==> config.mk <==
export PLATFORM = sky130hd
export DESIGN_NAME = jpeg_frame_size_scanner_core
export DESIGN_NICKNAME = d
export VERILOG_FILES = /design/src/jfss_pkg.sv /design/src/jfss_parser.sv /design/src/jfss_out_reg.sv /design/src/jpeg_frame_size_scanner_core.sv
export SDC_FILE = /design/constraint.sdc
export NUM_CORES = 1
export LEC_CHECK = 0
export BUFFER_PORTS_ARGS = -buffer_cell sky130_fd_sc_hd__buf_2
export CORE_AREA = 2 2 124 78
export CTS_CLUSTER_SIZE = 25
export DETAILED_ROUTE_END_ITERATION = 6
export DIE_AREA = 0 0 126 80
export GPL_ROUTABILITY_DRIVEN = 0
export PLACE_DENSITY = 0.74
export SLEW_MARGIN = 20
export SYNTH_ARGS = -nofsm -noshare
export SYNTH_HDL_FRONTEND = slang
export SYNTH_SLANG_ARGS = --single-unit
==> constraint.sdc <==
create_clock -name clk -period 4.4 [get_ports clk]
set_clock_uncertainty 0.15 [all_clocks]
set_input_delay 0.44 -clock clk [delete_from_list [all_inputs] [get_ports clk]]
set_output_delay 0.44 -clock clk [all_outputs]
set_load 0.02 [all_outputs]
==> src/jfss_pkg.sv <==
`timescale 1ns / 1ps
// ----------------------------------------------------------------------------
// jfss_pkg
// Shared types and constants for the JPEG frame size scanner.
// ----------------------------------------------------------------------------
package jfss_pkg;

  localparam logic [7:0] MARKER_PREFIX = 8'hFF;
  localparam logic [7:0] MARKER_SOI    = 8'hD8;
  localparam logic [7:0] MARKER_SOF0   = 8'hC0;
  localparam logic [7:0] MARKER_SOF2   = 8'hC2;

  localparam int DIM_W = 16;

  // Frame header: height sits in bytes 3..4 after the marker, width in 5..6.
  localparam logic [2:0] FRAME_HEIGHT_HI = 3'd3;
  localparam logic [2:0] FRAME_HEIGHT_LO = 3'd4;
  localparam logic [2:0] FRAME_WIDTH_HI  = 3'd5;
  localparam logic [2:0] FRAME_WIDTH_LO  = 3'd6;

  typedef enum logic [8:0] {
    PH_SOI0  = 9'b000000001,
    PH_SOI1  = 9'b000000010,
    PH_MARK  = 9'b000000100,
    PH_FILL  = 9'b000001000,
    PH_LENH  = 9'b000010000,
    PH_LENL  = 9'b000100000,
    PH_SKIP  = 9'b001000000,
    PH_FRAME = 9'b010000000,
    PH_DONE  = 9'b100000000
  } phase_t;

  typedef struct packed {
    logic             found;
    logic [DIM_W-1:0] image_width;
    logic [DIM_W-1:0] image_height;
  } result_t;

endpackage

==> src/jfss_parser.sv <==
`timescale 1ns / 1ps
`default_nettype none
// ----------------------------------------------------------------------------
// jfss_parser
// Byte-wise marker walker; updates its state on every accepted word and
// flags at most one result per word.
// ----------------------------------------------------------------------------
module jfss_parser (
  input  wire logic              clk,
  input  wire logic              rst,
  input  wire logic              accept,
  input  wire logic [7:0]        data_byte,
  input  wire logic              final_byte,
  output      logic              res_valid,
  output      jfss_pkg::result_t res
);

  jfss_pkg::phase_t phase, phase_next;
  logic [15:0] skip_remaining, skip_remaining_next;
  logic [2:0]  frame_byte_index, frame_byte_index_next;
  logic [15:0] held_height, held_height_next;
  logic [7:0]  length_high, length_high_next;

  logic        fail;
  logic        hit;
  logic [15:0] seg_len;
  logic [15:0] skip_dec;

  assign seg_len  = {length_high, data_byte};
  assign skip_dec = skip_remaining - 16'd1;

  always_comb begin
    phase_next            = phase;
    skip_remaining_next   = skip_remaining;
    frame_byte_index_next = frame_byte_index;
    held_height_next      = held_height;
    length_high_next      = length_high;
    fail                  = 1'b0;
    hit                   = 1'b0;

    unique case (phase)
      jfss_pkg::PH_SOI0: begin
        if (data_byte == jfss_pkg::MARKER_PREFIX) phase_next = jfss_pkg::PH_SOI1;
        else fail = 1'b1;
      end
      jfss_pkg::PH_SOI1: begin
        if (data_byte == jfss_pkg::MARKER_SOI) phase_next = jfss_pkg::PH_MARK;
        else fail = 1'b1;
      end
      jfss_pkg::PH_MARK: begin
        if (data_byte == jfss_pkg::MARKER_PREFIX) phase_next = jfss_pkg::PH_FILL;
        else fail = 1'b1;
      end
      jfss_pkg::PH_FILL: begin
        // extra FF bytes are fill; stay put
        if (data_byte == jfss_pkg::MARKER_SOF0 || data_byte == jfss_pkg::MARKER_SOF2) begin
          frame_byte_index_next = 3'd0;
          phase_next            = jfss_pkg::PH_FRAME;
        end else if (data_byte != jfss_pkg::MARKER_PREFIX) begin
          phase_next = jfss_pkg::PH_LENH;
        end
      end
      jfss_pkg::PH_LENH: begin
        length_high_next = data_byte;
        phase_next       = jfss_pkg::PH_LENL;
      end
      jfss_pkg::PH_LENL: begin
        if (seg_len < 16'd2) begin
          fail = 1'b1;
        end else if (seg_len == 16'd2) begin
          phase_next = jfss_pkg::PH_MARK;
        end else begin
          skip_remaining_next = seg_len - 16'd2;
          phase_next          = jfss_pkg::PH_SKIP;
        end
      end
      jfss_pkg::PH_SKIP: begin
        // count is never zero here, so a plain decrement is safe
        skip_remaining_next = skip_dec;
        if (skip_dec == 16'd0) phase_next = jfss_pkg::PH_MARK;
      end
      jfss_pkg::PH_FRAME: begin
        frame_byte_index_next = frame_byte_index + 3'd1;
        case (frame_byte_index)
          jfss_pkg::FRAME_HEIGHT_HI: held_height_next = {data_byte, 8'h00};
          jfss_pkg::FRAME_HEIGHT_LO: held_height_next = {held_height[15:8], data_byte};
          jfss_pkg::FRAME_WIDTH_HI:  length_high_next = data_byte;
          jfss_pkg::FRAME_WIDTH_LO: begin
            hit                   = 1'b1;
            frame_byte_index_next = frame_byte_index;
            phase_next            = jfss_pkg::PH_DONE;
          end
          default: ;
        endcase
      end
      jfss_pkg::PH_DONE: ;
      default: ;
    endcase

    if (fail) phase_next = jfss_pkg::PH_DONE;
  end

  // One result per file: on a hit, a failure, or an unanswered final word.
  always_comb begin
    res_valid        = accept && (hit || fail ||
                                  (final_byte && phase != jfss_pkg::PH_DONE));
    res.found        = hit;
    res.image_width  = hit ? seg_len : 16'd0;
    res.image_height = hit ? held_height : 16'd0;
  end

  always_ff @(posedge clk) begin
    if (rst) begin
      phase            <= jfss_pkg::PH_SOI0;
      skip_remaining   <= 16'd0;
      frame_byte_index <= 3'd0;
      held_height      <= 16'd0;
      length_high      <= 8'd0;
    end else if (accept) begin
      if (final_byte) begin
        // rearm for the next file
        phase            <= jfss_pkg::PH_SOI0;
        skip_remaining   <= 16'd0;
        frame_byte_index <= 3'd0;
        held_height      <= 16'd0;
        length_high      <= 8'd0;
      end else begin
        phase            <= phase_next;
        skip_remaining   <= skip_remaining_next;
        frame_byte_index <= frame_byte_index_next;
        held_height      <= held_height_next;
        length_high      <= length_high_next;
      end
    end
  end

endmodule
`default_nettype wire

==> src/jfss_out_reg.sv <==
`timescale 1ns / 1ps
`default_nettype none
// ----------------------------------------------------------------------------
// jfss_out_reg
// Result register; holds one result until the sink takes it.
// ----------------------------------------------------------------------------
module jfss_out_reg (
  input  wire logic              clk,
  input  wire logic              rst,
  input  wire logic              load,
  input  wire jfss_pkg::result_t load_res,
  input  wire logic              take,
  output      logic              full,
  output      jfss_pkg::result_t res
);

  always_ff @(posedge clk) begin
    if (rst) begin
      full <= 1'b0;
    end else if (load) begin
      full <= 1'b1;
    end else if (take) begin
      full <= 1'b0;
    end
  end

  always_ff @(posedge clk) begin
    if (load) begin
      res <= load_res;
    end
  end

endmodule
`default_nettype wire

==> src/jpeg_frame_size_scanner_core.sv <==
`timescale 1ns / 1ps
`default_nettype none
// ----------------------------------------------------------------------------
// jpeg_frame_size_scanner_core
// Streams a JPEG file byte by byte and reports the frame dimensions.
// ----------------------------------------------------------------------------
// Feed one file byte per input word, with tlast on the final byte. The core
// checks the FF D8 start pair, walks marker segments (FF, optional FF fill,
// marker, 16-bit big-endian length, skip length minus 2), and on a baseline
// or progressive frame marker (C0 / C2) returns one success word carrying
// width and height. A bad start pair, a missing FF where a marker is due, a
// length below 2, or the end of the file before an answer returns one failure
// word with zero dimensions. Every file gives exactly one result word; bytes
// after the answer are dropped, and the core rearms after tlast. One input
// word is taken every clock cycle unless input is stalled; a result appears on
// the output in the cycle after the byte that decides it, held in a single
// result register. Input is stalled while reset is high, and otherwise only
// while that register is full and the sink holds tready low.
// ----------------------------------------------------------------------------
module jpeg_frame_size_scanner_core (
  input  wire logic        clk,
  input  wire logic        rst,
  // input stream
  input  wire logic        s_tvalid,
  output      logic        s_tready,
  input  wire logic [7:0]  s_tdata,   // [7:0] data_byte
  input  wire logic        s_tlast,   // final_byte
  // result stream
  output      logic        m_tvalid,
  input  wire logic        m_tready,
  output      logic [31:0] m_tdata,   // [15:0] image_width, [31:16] image_height
  output      logic        m_tuser    // found
);

  logic              s_accept;
  logic              res_valid;
  jfss_pkg::result_t res_in;
  jfss_pkg::result_t res_held;
  logic              out_full;

  // Take a word whenever the result slot is free or drains this cycle;
  // hold off while in reset.
  assign s_tready = !rst && (!out_full || m_tready);
  assign s_accept = s_tvalid && s_tready;

  jfss_parser u_parser (
    .clk        (clk),
    .rst        (rst),
    .accept     (s_accept),
    .data_byte  (s_tdata),
    .final_byte (s_tlast),
    .res_valid  (res_valid),
    .res        (res_in)
  );

  // Hold the result until the sink takes it.
  jfss_out_reg u_out_reg (
    .clk      (clk),
    .rst      (rst),
    .load     (res_valid),
    .load_res (res_in),
    .take     (m_tready),
    .full     (out_full),
    .res      (res_held)
  );

  assign m_tvalid = out_full;
  assign m_tdata  = {res_held.image_height, res_held.image_width};
  assign m_tuser  = res_held.found;

endmodule
`default_nettype wire

# ---- Word level (Yosys, flattened, before mapping)
# Cells that the tools add are included.
dict set report op_classes {
  bitwise_logic 0
  n_reduce_logical 26
  magnitude_cmp 1
  shifts 0
  mux 34
  n_eq_ne 32
  multipliers 0
  addsub 3
  n_div 0
}
# operator count
set op_table {}
lappend op_table {{2-to-1 mux 9 bit} 10}
lappend op_table {{2-to-1 mux 16 bit} 5}
lappend op_table {{one-hot mux 9 bit (8 select lines)} 1}
lappend op_table {{one-hot mux 16 bit (2 select lines)} 2}
lappend op_table {{equality test 8 bit, second input constant} 4}
lappend op_table {{!= test 4 x 2 -> 1 bit, second input constant} 5}
lappend op_table {{equality test 16 x 2 -> 1 bit, second input constant} 1}
lappend op_table {{zero test 16 bit} 1}
lappend op_table {{less-than comparator 16 x 2 -> 1 bit, second input constant} 1}
lappend op_table {{2-to-1 mux 8 bit} 2}
lappend op_table {{one-hot mux 8 bit (2 select lines)} 1}
lappend op_table {{subtractor 16 x 1 -> 16 bit, second input constant} 1}
lappend op_table {{subtractor 16 x 2 -> 16 bit, second input constant} 1}
lappend op_table {{!= test 3 bit, second input constant} 4}
lappend op_table {{AND reduction 4 bit} 3}
lappend op_table {{nonzero test 3 bit} 4}
lappend op_table {{nonzero test 10 bit} 1}
lappend op_table {{equality test 3 bit, second input constant} 3}
lappend op_table {{equality test 9 x 1 -> 1 bit, second input constant} 1}
lappend op_table {{equality test 9 x 2 -> 1 bit, second input constant} 1}
lappend op_table {{equality test 9 x 3 -> 1 bit, second input constant} 1}
lappend op_table {{equality test 9 x 4 -> 1 bit, second input constant} 1}
lappend op_table {{equality test 9 x 5 -> 1 bit, second input constant} 1}
lappend op_table {{equality test 9 x 6 -> 1 bit, second input constant} 1}
lappend op_table {{22 further kinds} 40}
dict set report totals {
  romBits 0
  out_inout_bits 35
  input_bits 13
  ramBits 0
  wordCells 106
  latchBits 0
  register_bits 86
  mem_count 0
}

# ---- Longest topological paths before layout
dict set report depth {
  word_depth 7
  mapped_depth 8
  ltp_nobuf 8
}

# ---- Cells and area by module
# A second synthesis with hierarchy kept.
dict set report unflattened {
  cells_unflattened 514
  hier_area_um2 4598.2
}
# mod seq_area_each_um2 cells_per_inst instances area_per_inst_um2
set modules_own_cells {}
lappend modules_own_cells {jfss_parser 1041.0 474 1 3538.4}
lappend modules_own_cells {jfss_out_reg 1011.0 37 1 1029.7}
lappend modules_own_cells {jpeg_frame_size_scanner_core 0.0 3 1 30.0}

# ---- Worst setup path after synthesis
# No wires, ideal clock.
dict set report synth_timing {
  path_kind {input-to-reg}
  start {in s_tdata[6]}
  end {reg u_out_reg.res[0] in the netlist's numbering (enable)}
  t_arrival_ps 3564
  required_time_ps 3814
  path_buffers 1
  stages 6
  setup_time_ps 436
  path_slack_ps 250
  cell_sequence {clkbuf_1 or4_4 or4b_4 nor3_1 a31oi_1 a21oi_1}
}
dict set report synth_between {
  elab_chain_len 6
  word_cells_on_any_way 10
  classes_between {1 x order compare; 2 x eq/ne; 4 x mux; 3 x reduce/logical}
}
# item line_no
set synth_lines {}
lappend synth_lines {{from (decl)} jpeg_frame_size_scanner_core.sv:26} ;# input wire logic [7:0] s_tdata,
lappend synth_lines {{less-than comparator 16 x 2 -> 1 bit (tied with other cells)} jfss_parser.sv:68} ;# if (seg_len < 16'd2) begin
lappend synth_lines {{2-to-1 mux 1 bit, on equally long branches} --}
lappend synth_lines {{one-hot mux 1 bit (3 select lines) (*)} jfss_parser.sv:41} ;# unique case (phase)
lappend synth_lines {{logical OR 1 bit (*) (2 in series)} jfss_parser.sv:105} ;# res_valid = accept && (hit || fail ||
lappend synth_lines {{logical AND 1 bit (*)} jfss_parser.sv:105}
lappend synth_lines {{net res_valid} jpeg_frame_size_scanner_core.sv:36} ;# logic res_valid;
lappend synth_lines {{to (signal assigned)} jfss_out_reg.sv:29} ;# res <= load_res;
lappend synth_lines {{to (decl)} jfss_out_reg.sv:14} ;# output jfss_pkg::result_t res
# Mark *: on every way through the listed nets, which the timed path passes. The rest lies on a longest branch.
# A chain may end at the register's enable or synchronous reset.

# ---- Final worst setup path
dict set report layout_timing {
  start {reg u_parser.phase[0]}
  end {reg u_parser.phase[5]}
}
dict set report layout_between {
  elab_chain_len 5
  word_cells_on_any_way 22
  classes_between {15 x eq/ne; 4 x mux; 3 x reduce/logical}
}
# item line_no
set layout_lines {}
lappend layout_lines {{from (decl)} jfss_parser.sv:18} ;# jfss_pkg::phase_t phase, phase_next;
lappend layout_lines {{from (signal assigned)} jfss_parser.sv:114} ;# phase <= jfss_pkg::PH_SOI0;
lappend layout_lines {{from (signal assigned)} jfss_parser.sv:122} ;# phase <= jfss_pkg::PH_SOI0;
lappend layout_lines {{from (signal assigned)} jfss_parser.sv:128} ;# phase <= phase_next;
lappend layout_lines {{equality test 9 x 1 -> 1 bit or equality test 9 x 3 -> 1 bit (tied branches)} jfss_parser.sv:41}
lappend layout_lines {{OR reduction 2 bit (no source line)} --}
lappend layout_lines {{one-hot mux 1 bit (3 select lines)} jfss_parser.sv:41}
lappend layout_lines {{!= test 5 x 2 -> 1 bit (no source line) (tied with other cells)} --}
lappend layout_lines {{AND reduction 9 bit (no source line) or 2-to-1 mux 9 bit (tied branches)} --}
# Several ways; a longest one is shown, not always the timed one.

==> flow_metrics.tcl <==
set metrics [dict create \
    outcome "completed" \
    critical_path.startpoint_type "register" \
    endpoint_kind "register" \
    synth_nets 527 \
    ctsResizeCount 0 \
    layout_min_cycle_time_ns 3.181 \
    layout.nets 563 \
    diodes 0 \
    pwr-share-comb_pct 9.3 \
    mappedNetlistArea_um2 4582 \
    fill_cells 800 \
    synth_commonest_cells "nor2_1 (60), dfxtp_1 (53), edfxtp_1 (33), and2_1 (32), nand2_1 (32)" \
    overflow 0 \
    rsz0062_at_grt "no" \
    grt_pass1_wl_um 19440 \
    root_buffer "clkbuf_16" \
    setup_viol 0 \
    power.density_nw_per_um2 353.2 \
    max_cap_violations 0 \
    ctsHtreeMaxLevel 3 \
    min_path_type "in2reg" \
    numClockSinks 86 \
    synth_cells 506 \
    area_delta_synth_final_pct 13.87 \
    ctsLongestPathBuffers 2 \
    pin_count 48 \
    io_buffer_count 47 \
    grt_antenna_before_repair 0 \
    intPower_w 0.001399 \
    fin_setup_tns_ns 0 \
    peakVddDrop_v 0.0002329 \
    ctsHoldBuffers 0 \
    yosys.area.top_type_share_pct 23.16 \
    whs_ns 0.3322 \
    r2r_slack_ns 1.22 \
    layout-drive-gt1-share_pct 14.81 \
    synth_ff_type "dfxtp_1" \
    avgRoutedWirePerCell_um 18.26 \
    synth_area_leaders "dfxtp_1 (23%), edfxtp_1 (22%), nor2_1 (4.9%)" \
    synth.largest_area_cell "dfxtp_1" \
    critPathRequiredTime_ns 4.43 \
    yosysSeqAreaShare_pct 44.78 \
    dp.cells 647 \
    slew_headroom_pct 29.80 \
    tightest_slew_ns 1.047 \
    cp_max_fo 12 \
    dieArea_um2 10080 \
    regArea_um2 2052 \
    grt_use_total_pct 24.71 \
    hpwl_um 8658 \
    cts_tree "done" \
    finalHoldViolations 0 \
    finalPower_w 0.001843 \
    die_h_um 80 \
    fp.dieW_um 126 \
    synth-edff-count 33 \
    async_reset_ff_share_pct 0 \
    drc 0 \
    p_seq_share_pct 46.7 \
    fmax_mhz 314.4 \
    cts_buffers 9 \
    synth-seq-cells 86 \
    cts_setup_buffers 0 \
    power.leakage_nw 2.023 \
    rows 27 \
    routed_wl_um 12110 \
    clk_pin_slew_ns 0.06 \
    synth_most_common_cell "nor2_1" \
    vias 4118 \
    instances_no_fill 663 \
    grt_pass1_vias 3690 \
    core_um2 8919 \
    drt_iter0_drc 520 \
    initial_core_util_pct 51.37 \
    worstSkewPairLatency_ns 0.35 \
    grt_max_degree 35 \
    power_frac_clock_pct 44.0 \
    maxSlewViolCount 0 \
    crit_type "reg2reg" \
    detail-route-antenna-nets 0 \
    multi_input_area_um2 2377 \
    drt-pass1-iter-count 5 \
    p_sw_w 0.0004442 \
    p_sw_share_pct 24.10 \
    yosysWarnings 0 \
    vias_per_cell 6.211 \
    syn_area_per_cell_um2 9.055 \
    post-route-period-util_pct 72.28 \
    synth_cell_types 65 \
    arrival_ns 3.21 \
]
## kinds of logic after synthesis
| kind of cell | Yosys count | synth area share, % |
|---|---|---|
| AOI/OAI and AO/OA | 110 | 17.01 |
| DFF | 86 | 44.78 |
| adders and majority gates | 8 | 2.185 |
| xor gates and xnor gates | 17 | 3.250 |
| and+or+nand+nor | 234 | 27.34 |
| muxes | 8 | 1.748 |
| buffers and inverters | 43 | 3.686 |
## per-layer routing
metal / part of all wire [%] / vias up / wire, um / GRT usage (%)
met2: 41 / 194 / 4918 / 33.17
met1: 48 / 1972 / 5763 / 37.07
met3: 10 / 16 / 1251 / 8.445
li1: - / 1936 / - / -
met5: 0 / - / 0 / 0
met4: 1.4 / 0 / 175 / 7.033
## path summary, 6_finish.rpt
kind / start / end / cells after the start
worst max-delay path: u_parser.phase[0] / u_parser.phase[5] / 6
worst max register to register: u_parser.phase[0] / u_parser.phase[5] / 6
worst min register to register: u_parser.held_height[1] / u_parser.held_height[1] / 2
worst min-delay path: s_tdata[5] / u_out_reg.res[21] / 2
## stage by stage
stage	setup slack, ns	utilization [%]	instance area, um2
detailed placement	1.263	54.98	4903
finish	1.220	58.50	5218
CTS	1.270	58.50	5218
global route	0.9497	58.50	5218
floorplan	0.2496	-	4582
global placement	1.317	54.98	4903
## area by class of cell
type	count	area share, %
well taps	116	2.782
clock buffers	11	4.460
inverters	17	1.223
multi-input cells	377	45.56
clock inverters	5	1.559
flip-flops and latches	86	39.33
repair buffers	51	5.084
## worst max-delay path, cell delays in order, from the launching register on
cell     delay, ns
dfxtp_1       0.42
nor4_2        0.78
nand2_1       0.20
o22ai_1       0.25
a41oi_1       0.47
o31ai_2       0.62
o22ai_1       0.13
## state kept, by name (all words and copies together), names as in the netlist
signal,flops
u_out_reg.full,1
u_parser.held_height,16
u_parser.frame_byte_index,3
u_parser.phase,9
u_parser.skip_remaining,16
u_out_reg.res,33
u_parser.length_high,8
## power by group through the flow
stage	Combinational, W	Sequential [W]	Clock [W]
after floorplan	0.0000916	0.000895	0
after global placement	0.000165	0.000877	0
after detailed placement	0.000168	0.000877	0
after CTS	0.000169	0.000860	0.000820
after global routing	0.000185	0.000863	0.000847
final	0.000171	0.000860	0.000811
## placed cells by master (no fill, tap or decap), types with 6 or more instances in the layout
cell type  instances
or3_1              6
ha_1               8
inv_1             17
o21ai_0           21
and3_1             6
mux2i_1            8
xor2_1            14
nor2_1            60
nor3_1            24
o21ai_1            6
and2_1            32
or4_1             12
edfxtp_1          33
clkbuf_16          9
nor4_1             8
dfxtp_1           53
nand3_1           11
buf_2             47
a21oi_1           16
a22oi_1           18
nand4_1            8
nor2b_1           13
nand2_1           32
(Power assumes the default switching activity.)
